**src/sv/assert_macros.svh**
```systemverilog
// ----------------------------------------------------------------------------
// Assertion macros
// Shared concurrent assertion wrappers; empty when SYNTHESIS is defined.
// ----------------------------------------------------------------------------
`ifndef ASSERT_MACROS_SVH
`define ASSERT_MACROS_SVH

`ifndef SYNTHESIS
`define ASSERT_PROP(lbl, clk, rst_n, prop) \
	lbl: assert property (@(posedge clk) disable iff (!rst_n) (prop)) \
		else $error("assertion failed");
`define ASSERT_NEVER(lbl, clk, rst_n, cond) \
	lbl: assert property (@(posedge clk) disable iff (!rst_n) !(cond)) \
		else $error("forbidden condition seen");
`else
`define ASSERT_PROP(lbl, clk, rst_n, prop)
`define ASSERT_NEVER(lbl, clk, rst_n, cond)
`endif

`endif

```
**src/sv/hbd_pkg.sv**
```systemverilog
// ----------------------------------------------------------------------------
// hbd_pkg
// Types and constants of the Huffman tree-walk decoder.
// ----------------------------------------------------------------------------
package hbd_pkg;

	localparam int NODE_COUNT  = 512;
	localparam int IDX_W       = $clog2(NODE_COUNT);
	localparam int SYMBOL_BITS = 8;
	localparam int OUT_W       = 8;
	localparam int FIELD_IDX_W = 9;

	localparam int FIFO_DEPTH  = 4;
	localparam int FIFO_PTR_W  = $clog2(FIFO_DEPTH);
	localparam int FIFO_CNT_W  = $clog2(FIFO_DEPTH + 1);

	localparam logic CMD_LOAD   = 1'b0;
	localparam logic CMD_DECODE = 1'b1;

	typedef logic [IDX_W-1:0] idx_t;

	typedef struct packed {
		idx_t                   left;
		idx_t                   right;
		logic                   leaf;
		logic [SYMBOL_BITS-1:0] sym;
	} node_t;

	typedef struct packed {
		logic  is_load;
		idx_t  addr;
		node_t node;
		logic  code_bit;
	} op_t;

	typedef struct packed {
		logic full;
		logic empty;
	} fifo_status_t;

	typedef enum logic [1:0] {
		ST_RUN,
		ST_FETCH_NODE,
		ST_FETCH_ROOT_KIDS,
		ST_FETCH_CUR_KIDS
	} walk_state_t;

endpackage

```
**src/sv/hbd_front.sv**
```systemverilog
// ----------------------------------------------------------------------------
// hbd_front
// Input stage: registers each transfer and classifies it as load or decode.
// ----------------------------------------------------------------------------
module hbd_front import hbd_pkg::*; (
	input  logic                   clk,
	input  logic                   arst_n,
	input  logic                   in_valid,
	output logic                   in_stall,
	input  logic                   cmd,
	input  logic [FIELD_IDX_W-1:0] node_addr,
	input  logic [FIELD_IDX_W-1:0] left_child,
	input  logic [FIELD_IDX_W-1:0] right_child,
	input  logic                   leaf_flag,
	input  logic [7:0]             leaf_symbol,
	input  logic                   code_bit,
	input  fifo_status_t           fifo_st,
	output logic                   op_valid,
	output op_t                    op
);

	logic valid_s1;
	op_t  op_s1;
	logic accept;

	assign in_stall = valid_s1 && fifo_st.full;
	assign accept   = in_valid && !in_stall;
	assign op_valid = valid_s1;
	assign op       = op_s1;

	always_ff @(posedge clk or negedge arst_n) begin
		if (!arst_n) begin
			valid_s1 <= 1'b0;
		end else if (!in_stall) begin
			valid_s1 <= in_valid;
		end
	end

	always_ff @(posedge clk) begin
		if (accept) begin
			op_s1.is_load    <= (cmd == CMD_LOAD);
			op_s1.addr       <= node_addr[IDX_W-1:0];
			op_s1.node.left  <= left_child[IDX_W-1:0];
			op_s1.node.right <= right_child[IDX_W-1:0];
			op_s1.node.leaf  <= leaf_flag;
			op_s1.node.sym   <= leaf_symbol[SYMBOL_BITS-1:0];
			op_s1.code_bit   <= code_bit;
		end
	end

endmodule

```
**config.mk**
```make
export PLATFORM = sky130hd
export DESIGN_NAME = hbd_front
export DESIGN_NICKNAME = d
export VERILOG_FILES = /design/src/sv/assert_macros.svh /design/src/sv/hbd_pkg.sv /design/src/sv/hbd_front.sv
export SDC_FILE = /design/constraint.sdc
export NUM_CORES = 1
export LEC_CHECK = 0
export BUFFER_PORTS_ARGS = -buffer_cell sky130_fd_sc_hd__buf_2
export CELL_PAD_IN_SITES_DETAIL_PLACEMENT = 1
export CELL_PAD_IN_SITES_GLOBAL_PLACEMENT = 2
export CORE_ASPECT_RATIO = 1.75
export CORE_MARGIN = 4
export CORE_UTILIZATION = 26
export DETAILED_ROUTE_END_ITERATION = 7
export PLACE_DENSITY_LB_ADDON = 0.15
export SLEW_MARGIN = 30
export SYNTH_ARGS = -nofsm -noshare
export SYNTH_HDL_FRONTEND = slang
export SYNTH_SLANG_ARGS = --single-unit
```
**constraint.sdc**
```tcl
create_clock -name clk -period 2.05 [get_ports clk]
set_input_delay 0.1025 -clock clk [delete_from_list [all_inputs] [get_ports clk]]
set_output_delay 0.1025 -clock clk [all_outputs]
set_load 0.01 [all_outputs]
```
Word-level counts from Yosys, hierarchy flattened --
Index checks and enable logic that the tools add are counted.
Operators by class: reduce and logical (&&, ||, !) cells 3, mux-type cells 0, eq/ne operators 0, divide/modulo/power cells 0, add/sub/neg operators 0, multiply operators 0, shift operators 0, magnitude comparators 0, bitwise operators 1
Operators with widths (count):
- logical AND 1 bit | 2
- logical NOT 1 bit | 1
- inverter 1 bit | 1
Word-level totals: output and inout bits 40, word-level logic and storage cells 12, register bits 39, memory bits (writable) 0, bits in latches 0, memories 0, ROM bits 0, input port bits 43

Longest topological paths before layout --
depth after elaboration 3, gate-level depth with buffers 1, mapped depth without buffers 1

Least setup slack after synthesis --
Ideal clock, no wire load.
kind register to register, from reg valid_s1 (netlist: op_valid), to reg op_s1 (netlist bit op[0]) (enable), clock period less this slack 1.922 ns, required time 1.642 ns, data arrival time 1.514 ns, stages on the path, launching flop included 2, path slack 0.128 ns, setup time 0.408 ns, buffers on the path 0, cell sequence dfrtp_1 > a21boi_2
Between the ends: longest elaborated chain between the ends 3
RTL lines:
- start, declared | RTL line hbd_front.sv:22 | logic valid_s1;
- start signal, assigned | RTL line hbd_front.sv:35 | valid_s1 <= in_valid;
- logical AND 1 bit | RTL line hbd_front.sv:26 | assign in_stall = valid_s1 && fifo_st.full;
- logical NOT 1 bit
- logical AND 1 bit | RTL line hbd_front.sv:27 | assign accept = in_valid && !in_stall;
- net accept | RTL line hbd_front.sv:24 | logic accept;
- end, declared | RTL line hbd_front.sv:23 | op_t op_s1;
The timed path passes the listed nets, and every way through them passes these cells. A chain may end at the register's enable or synchronous reset.

Final worst setup path --
from reg valid_s1 (netlist: op_valid), to reg op_s1 (netlist bit op[2]) (enable)
Same word-level chain as after synthesis.

==> impl_results.md <==
* Met2 routed WL at 1.61 mm
* Worst Setup Path Type: flop to flop
* Setup crit start kind: flop
* Clock Power Share at 0.301
* Setup Buffers After CTS at 0
* Crit path time final at 1.38 ns
* FF+latch count, synth at 39
* Drt pass-1 iters at 3
* Distinct cells, synth at 6
* IO Port Bufs at 81
* Initial antenna violation count at 0
* RSZ-0062 raised after global routing: no
* Crit path max fanout at 38
* Most common cell after layout, fill and taps aside: buf_2
* Vias in the first global route at 1011
* R2R setup slack at 0.67 ns
* Worst min path class: input port to flop
* CTS tree: done
* Power per Cell Area at 751 nW/um2
* Critical Path RT at 1.98 ns
* Slew Limit Fails at 0
* Later-pin clock latency in the skew report at 0.29 ns
* Bufs and invs on worst path at 1
* Final hold slack at 0.0107 ns
* Layout cells sized above 1 at 0.520
* DRT iter0 DRCs at 9
* Post-Layout Cell Count at 222
* Largest net degree at the start of global routing at 39
* Tot GR Track Use at 0.112
* Synth Instances at 43
* Clk sinks at 39
* Antenna cell count at 0
* Peak VDD IR at 471 uV
* Mean post-synth cell area at 27.8 um2
* CTS root buffer: clkbuf_8
* Gate power share at 0.116
* Final clock skew at 0.00592 ns
* Crit. path cell count at 2
* Met3 wire length at 383 um
* Final Wtd Congestion at 0.661
* Die X at 59.2 um
* Die area at 5790 um2
* CP peak stage delay at 0.42 ns
* Fmax at 727 MHz
* Ys Warns at 0
* Aggregate negative setup slack at 0 ns
* Max-cap violations at 0
* Reg clk slew, reported paths at 0.07 ns
* Arr. time, crit path at 1.31 ns
* Dpl hpwl at 2.16 mm
* Fin. Hold Viols at 0
* First-pass GRT wire length at 4.68 mm
* Crit. Startpoint: op_valid$_DFFE_PN0N_
* Reg2reg end: op[2]$_DFFE_PP_
* Switching pwr at 0.000335 W
* Vias at 898
* Fin nets at 213
* Tightest Pin Transition at 0.482 ns
* R2R Path Start: op_valid$_DFFE_PN0N_
* Outcome: finished, final reports clean
* GRT Residual Overflow at 0
* FP Rows at 32
* Max clock buf depth at 2
* Routed wire length at 3.00 mm
* Slew margin rel. at 0.678
* Routed Antenna Nets at 0
* Crit path max-delay cell type: dfrtp_1
* Initial Utilization at 0.269
* Leading cell types in the layout, fill and taps excluded: 81 x buf_2, 38 x dlygate4sd3_1, 38 x edfxtp_1
* DR top layer: met4
* WL/cell at 13.5 um
* Drt drc at 0
* H-tree levels at 2
* Die height at 97.7 um
* CORE AREA at 4440 um2
* Layout area overhead at 79.2%
* Reg power frac at 0.584
* Endpoints failing setup at 0
* CP delay by family, top: flip-flops
* Total CTS buffers at 5
* Mapped Area at 1190 um2
* Vias/cell at 4.05
* Internal power at 0.00127 W
* CP cell instances: a21boi_4, buf_4
* # IOs at 83
* Critical Path End Type: flop
* M1 wire length at 948 um
* Tcrit/Tclk final at 0.671
* Leak Pwr at 0.919 nW
* Placed cell count at 176
* Filler Cells Inserted at 454
* Sequential share of the synthesized area at 0.976
* R2R depth at 2
* Crit path to: op[2]$_DFFE_PP_
* Syn nets at 86
* Switching Fraction at 0.208
[logic make-up (layout without fill, tap and decap cells)]
logic type	count (synthesis)	after routing	share of synthesized area
simple gates	1	1	0.00524
compound gates	2	2	0.0157
buf+inv	1	129	0.00314
flops	39	39	0.976
[stage by stage]
stage               cell area [um2]  power (W)   util  setup WS (ns)
floorplan                      1190   0.000999      -          0.128
global placement               1680    0.00109  0.378          0.697
detailed placement             1680    0.00109  0.378          0.680
CTS                            2140    0.00163  0.482          0.668
global route                   2140    0.00169  0.482          0.616
finish                         2140    0.00161  0.482          0.674
[power groups by stage]
stage          logic (W)  registers [W]  clock network, W
5_1_grt         0.000202       0.000943          0.000539
6_report        0.000186       0.000939          0.000483
4_1_cts         0.000189       0.000940          0.000504
3_3_place_gp    0.000130       0.000956                 0
2_1_floorplan  0.0000178       0.000982                 0
3_5_place_dp    0.000133       0.000957                 0
[synthesized netlist by cell type]
cell type / count / area [um2]
a21boi_2: 1 / 11.3
a21o_1: 1 / 7.51
and2_1: 1 / 6.26
dfrtp_1: 1 / 25.0
edfxtp_1: 38 / 1140
inv_1: 1 / 3.75
[flip-flops by register name, indices dropped and copies added, names as in the netlist]
| name | flops |
|---|---|
| op_valid | 1 |
| op | 38 |
[worst min-delay path by stage]
| stage | to | slack, ns | cells past startpoint | start |
|---|---|---|---|---|
| final | op_valid$_DFFE_PN0N_ | 0.01 | 2 | in_valid |
| after floorplan | op_valid$_DFFE_PN0N_ | -0.19 | 0 | arst_n |
| after CTS | op_valid$_DFFE_PN0N_ | 0.005 | 2 | in_valid |
| after global routing | op_valid$_DFFE_PN0N_ | 0.02 | 2 | in_valid |
| after global placement | op_valid$_DFFE_PN0N_ | -0.12 | 1 | arst_n |
| after detailed placement | op_valid$_DFFE_PN0N_ | -0.12 | 1 | arst_n |
[layer usage]
layer / up-vias / GRT usage
met4: 0 / 0.0524
met1: 408 / 0.101
met5: - / 0
li1: 421 / -
met3: 8 / 0.0505
met2: 61 / 0.199
[final cells by class]
cell class,instances,area (um2),share of cell area
Clock buffer,7,76.3,0.0357
Clock inverter,1,5.00,0.00234
Inverter,1,3.75,0.00175
Multi-Input combinational cell,3,32.5,0.0152
Sequential cell,39,1170,0.545
Tap cell,51,63.8,0.0298
Timing Repair Buffer,120,793,0.371
[repair_timing]
item                      in CTS  in global routing
hold endpoints to repair      38                  0
resized for setup              0                  0
hold buffers                  38                  0
Note: power is estimated with default switching activity, not from simulation.
