$ cat src/sv/assert_macros.svh
// ----------------------------------------------------------------------------
// Assertion macros
// Shared concurrent assertion wrappers; empty when SYNTHESIS is defined.
// ----------------------------------------------------------------------------
`ifndef ASSERT_MACROS_SVH
`define ASSERT_MACROS_SVH

`ifndef SYNTHESIS
`define ASSERT_PROP(lbl, clk, rst_n, prop) \
	lbl: assert property (@(posedge clk) disable iff (!rst_n) (prop)) \
		else $error("assertion failed");
`define ASSERT_NEVER(lbl, clk, rst_n, cond) \
	lbl: assert property (@(posedge clk) disable iff (!rst_n) !(cond)) \
		else $error("forbidden condition seen");
`else
`define ASSERT_PROP(lbl, clk, rst_n, prop)
`define ASSERT_NEVER(lbl, clk, rst_n, cond)
`endif

`endif

$ cat src/sv/hbd_pkg.sv
// ----------------------------------------------------------------------------
// hbd_pkg
// Types and constants of the Huffman tree-walk decoder.
// ----------------------------------------------------------------------------
package hbd_pkg;

	localparam int NODE_COUNT  = 512;
	localparam int IDX_W       = $clog2(NODE_COUNT);
	localparam int SYMBOL_BITS = 8;
	localparam int OUT_W       = 8;
	localparam int FIELD_IDX_W = 9;

	localparam int FIFO_DEPTH  = 4;
	localparam int FIFO_PTR_W  = $clog2(FIFO_DEPTH);
	localparam int FIFO_CNT_W  = $clog2(FIFO_DEPTH + 1);

	localparam logic CMD_LOAD   = 1'b0;
	localparam logic CMD_DECODE = 1'b1;

	typedef logic [IDX_W-1:0] idx_t;

	typedef struct packed {
		idx_t                   left;
		idx_t                   right;
		logic                   leaf;
		logic [SYMBOL_BITS-1:0] sym;
	} node_t;

	typedef struct packed {
		logic  is_load;
		idx_t  addr;
		node_t node;
		logic  code_bit;
	} op_t;

	typedef struct packed {
		logic full;
		logic empty;
	} fifo_status_t;

	typedef enum logic [1:0] {
		ST_RUN,
		ST_FETCH_NODE,
		ST_FETCH_ROOT_KIDS,
		ST_FETCH_CUR_KIDS
	} walk_state_t;

endpackage

$ cat src/sv/hbd_fifo.sv
// ----------------------------------------------------------------------------
// hbd_fifo
// Short queue of classified items between the front and the tree walker.
// ----------------------------------------------------------------------------
`include "assert_macros.svh"

module hbd_fifo import hbd_pkg::*; (
	input  logic         clk,
	input  logic         arst_n,
	input  logic         push_valid,
	input  op_t          push_op,
	input  logic         pop,
	output op_t          head,
	output fifo_status_t st
);

	op_t                   fifo_q [FIFO_DEPTH];
	logic [FIFO_PTR_W-1:0] wr_ptr_q;
	logic [FIFO_PTR_W-1:0] rd_ptr_q;
	logic [FIFO_CNT_W-1:0] cnt_q;
	logic                  push;

	assign st.full  = (cnt_q == FIFO_CNT_W'(FIFO_DEPTH));
	assign st.empty = (cnt_q == '0);
	assign push     = push_valid && !st.full;
	assign head     = fifo_q[rd_ptr_q];

	always_ff @(posedge clk or negedge arst_n) begin
		if (!arst_n) begin
			wr_ptr_q <= '0;
			rd_ptr_q <= '0;
			cnt_q    <= '0;
		end else begin
			if (push) begin
				wr_ptr_q <= wr_ptr_q + 1'b1;
			end
			if (pop) begin
				rd_ptr_q <= rd_ptr_q + 1'b1;
			end
			cnt_q <= cnt_q + FIFO_CNT_W'(push) - FIFO_CNT_W'(pop);
		end
	end

	always_ff @(posedge clk) begin
		if (push) begin
			fifo_q[wr_ptr_q] <= push_op;
		end
	end

	`ASSERT_NEVER(a_pop_empty, clk, arst_n, pop && st.empty)
	`ASSERT_PROP(a_cnt_range, clk, arst_n, cnt_q <= FIFO_CNT_W'(FIFO_DEPTH))
	`ASSERT_PROP(a_full_holds, clk, arst_n, (st.full && !pop) |=> st.full)

endmodule

$ cat config.mk
export PLATFORM = sky130hd
export DESIGN_NAME = hbd_fifo
export DESIGN_NICKNAME = d
export VERILOG_FILES = /design/src/sv/hbd_pkg.sv /design/src/sv/hbd_fifo.sv
export VERILOG_INCLUDE_DIRS = /design/src /design/src/sv
export SDC_FILE = /design/constraint.sdc
export NUM_CORES = 1
export LEC_CHECK = 0
export BUFFER_PORTS_ARGS = -buffer_cell sky130_fd_sc_hd__buf_2
export CORE_ASPECT_RATIO = 0.75
export CORE_UTILIZATION = 45
export CTS_CLUSTER_DIAMETER = 100
export DETAILED_ROUTE_END_ITERATION = 10
export HOLD_SLACK_MARGIN = 0.03
export PLACE_DENSITY = 0.73
export SLEW_MARGIN = 25
export SYNTH_ARGS = -nofsm -noshare
export SYNTH_HDL_FRONTEND = slang
export SYNTH_SLANG_ARGS = --single-unit
$ cat constraint.sdc
create_clock -name clk -period 3.7 [get_ports clk]
set_input_delay 0.185 -clock clk [delete_from_list [all_inputs] [get_ports clk]]
set_output_delay 0.185 -clock clk [all_outputs]
set_load 0.02 [all_outputs]
======== Word level (Yosys, flattened, before mapping) ========
Memory sizes are Yosys's and may differ from the RTL's.
Cells that the tools add are included.
storage, ports and cells
  register bits after elaboration ......... 7
  output and inout bits ................... 40
  bits of input ports ..................... 42
  memory bits (writable) .................. 152
  memories kept ........................... 1
memory list
  name    words  bits a word  rd ports  clocked after memory_dff  wr ports  RTL line        RTL
  fifo_q  4      38           1         0                         1         hbd_fifo.sv:17  op_t fifo_q [FIFO_DEPTH];
operators by class
  reduce and logical (&&, ||, !) cells .... 3
  multiplexer cells ....................... 2
  $add $sub $neg .......................... 4
  equal/unequal tests ..................... 1
operators by type and width
  cell                                                           number
  2-bit by 1-bit adder with 2-bit output, second input constant  2
  3-bit by 1-bit adder with 3-bit output                         1
  3-bit == test, second input constant                           1
  3-bit zero test                                                1
  3-bit by 1-bit subtractor with 3-bit output                    1
  1-bit two-way mux                                              2
  1-bit logical AND                                              1
  1-bit zero test                                                1

======== Depth between registers and ports, before layout ========
  depth in word-level cells ............... 5
  mapped depth ............................ 7

======== Worst setup path after synthesis ========
Ideal clock, no wire load.
  kind .................................... flip-flop to flip-flop
  start point ............................. reg cnt_q[2]
  end point ............................... mem fifo_q[0][0] in the netlist's numbering, enable pin
  stages on the path, launching flop included .. 3
  slack ................................... -0.298 ns
  setup time .............................. 0.489 ns
  period minus slack after synthesis ...... 3.998 ns
  data arrival time ....................... 3.509 ns
  path through ............................ dfrtp_1 > nor3b_2 > nor3b_1
RTL lines
  what                      RTL line        RTL
  start: declaration        hbd_fifo.sv:20  logic [FIFO_CNT_W-1:0] cnt_q;
  start signal: assignment  hbd_fifo.sv:40  cnt_q <= cnt_q + FIFO_CNT_W'(push) - FIFO_CNT_W'(pop);
  end: declaration          hbd_fifo.sv:17

==> reports/metrics.yaml <==
synthesis:
  synth.area.top_cells: "edfxtp_1, mux4_2, dfrtp_1, buf_12, ha_1"
  netlist_area_mm2: 0.00599
  async_flop_share_pct: 4.40
  syn-num-nets: 289
  synth_edf_count: 152
  netlist.area_leader.share_pct: 76.2
  synth.most_common_cell: "edfxtp_1"
  ys_types: 19
  ys_seq_elements: 159
  synth_top_cell_by_area: "edfxtp_1"
  synth_warnings: 0
  synthFlopType: "edfxtp_1"
  syn_area_per_cell_um2: 24.9
  synthTopCellsByCount: "edfxtp_1, mux4_2, dfrtp_1"
  synth_seq_area_share_pct: 79.1
  syn_inst: 241
die:
  die_area_mm2: 0.0138
  die_h_um: 102
  row_count: 36
  initial_core_util_pct: 46.2
  io_pins: 82
  coreArea_mm2: 0.0130
  die_x_um: 135
detailed_routing:
  wl_per_cell_um: 18.8
  ant_nets: 0
  routed_via_density: 5.11
  firstDrtPassIters: 7
  first_iter_violations: 164
  routed_wl_mm: 10.6
  drc_errors: 1
  vias: 2891
finish:
  fillers: 957
  nets: 430
  fin_area_mm2: 0.00753
  layoutNonFillerInstCount: 566
  drive_gt1_share_pct: 42.0
  syn2layout_area_growth_pct: 25.7
  diodes: 0
  postLayoutCoreUtil_pct: 58.1
timing:
  period_minus_slack_ps: 2630
  max-slew-margin-rel_pct: 31.0
  clock_skew_ps: 7.43
  drv_slew: 0
  timing.fmax_ghz: 0.381
  fin_ws_ps: 1070
  hold_viol: 0
  finalSetupTns_ps: 0
  period_share_pct: 71.0
  setup_violations: 0
  tightest_slew_ps: 1040
  timing.hold.ws_ps: 93.8
  rsz0062_at_grt: "no"
power:
  seqPwrFrac_pct: 44.5
  clkPwrFrac_pct: 26.1
  powerDensity_mw_per_mm2: 793
  ir_drop_mv: 0.662
  p_switching_mw: 1.93
  switching_share_pct: 32.2
  p_int_mw: 4.05
  totalPowerFinal_mw: 5.97
  pwr-share-comb_pct: 29.4
  p_leak_nw: 2.64
flow_run:
  cap_violations: 0
worst_setup_path:
  slowest_stage: "dfrtp_2"
  crit_type: "reg -> out"
  cp.arrival_ps: 2440
  timing.critical_path.fanout_max: 21
  crit_path_end_kind: "primary output"
  crit_required_ps: 3510
  startpoint_type: "flop"
  cpPeakStageDelay_ps: 820
  crit_chain: "buf_4 > mux4_2 > buf_2"
clock_network:
  cts_buffers: 17
  cts.sinks: 159
  cts.clk_slew.worst_paths_ps: 60
  cts_tree: "yes"
  hold_buffers: 40
  htreeDepth: 4
  ctsRootBufferMaster: "clkbuf_16"
  cts_setup_buffers: 0
  clockBufferDepth: 2
  clkLatencyLatePin_ps: 410
  ctsResizeCount: 0
placed_design:
  post-place-ws_ps: 1440
  portBuffers: 81
  place.gp.congestion: 0.668
  place_area_mm2: 0.00660
  dp_hpwl_mm: 6.14
  dpl.cell_count: 494
grt:
  track_usage_pct: 16.8
  grt_pass1_wl_mm: 16.4
  antenna_found_initial: 0
  grt_pass1_vias: 3039
  overflow: 0
  grt_max_degree: 40
min_path:
  hold_class: "in -> reg"
status:
  violations: "design-rule violations"
  outcome: "finished, violations left"
cells in the final DEF (no fill, tap or decap):
cell type      count
inv_1              5
clkinvlp_4         2
buf_2             81
nor3b_2            5
buf_4             10
clkinv_4           5
inv_6              4
clkbuf_16         17
clkinv_1           2
dfrtp_1            5
dlygate4sd3_1     40
xnor2_1            3
ha_1               5
clkinv_2           2
dfrtp_2            2
fa_1               1
xor2_1             1
mux4_2            38
nor3_1             1
nand2_1            3
nand2b_1           5
edfxtp_1         152
nand4bb_1          3
o211ai_1           3
state kept, by name (all words and copies together), names as in the netlist:
register	count
rd_ptr_q	2
cnt_q	3
wr_ptr_q	2
fifo_q	152
critical path, delay by kind of cell, from the launching register on:
kind                   cells  cell delay [ps]
multiplexers               1              580
buffers and inverters      2              620
flip-flops                 1              820
layer usage:
layer	share of wire, %	global-route usage (%)	wire, µm
met5	0	0	0
met2	50	27.3	5310
met1	43	21.0	4540
met4	1.3	7.43	133
met3	6.0	5.56	634
final timing paths:
kind | startpoint | end | slack [ps] | cells past startpoint
max in group asynchronous | arst_n | rd_ptr_q[0]$_DFFE_PN0P_ | 3380 | 2
setup / recovery | rd_ptr_q[0]$_DFFE_PN0P_ | head[21] | 1070 | 3
setup reg to reg | cnt_q[1]$_DFF_PN0_ | cnt_q[2]$_DFF_PN0_ | 1670 | 7
hold / removal | push_valid | wr_ptr_q[1]$_DFFE_PN0P_ | 90 | 3
hold reg to reg | wr_ptr_q[1]$_DFFE_PN0P_ | wr_ptr_q[1]$_DFFE_PN0P_ | 620 | 2
min in group asynchronous | arst_n | cnt_q[0]$_DFF_PN0_ | 140 | 2
logic make-up after synthesis:
kind of cell             Yosys count  synth area share (%)
adder cells (fa/ha/maj)            6                  1.38
multiplexers                      38                  14.3
flip-flops                       159                  79.1
buffers and inverters             14                  2.21
AO/OA/AOI/OAI                      3                 0.376
XOR/XNOR                           4                 0.585
AND/OR/NAND/NOR                   17                  2.07
power by group through the flow:
stage	clock (mW)	sequential, mW	combinational, mW
6_report	1.56	2.66	1.76
5_1_grt	1.66	2.71	1.90
4_1_cts	1.59	2.67	1.79
3_5_place_dp	0	2.70	1.75
3_3_place_gp	0	2.68	1.72
2_1_floorplan	0	2.52	1.43
area by class of cell:
type	instances	area, µm²	area share, %
sequential	159	4740	63.0
clock buffer	17	425	5.65
inverter	5	18.8	0.249
tap	171	214	2.84
timing repair buffer	131	881	11.7
multi-input combinational	68	1140	15.1
clock inverter	15	111	1.48
Power figures use the tool's default switching activity.
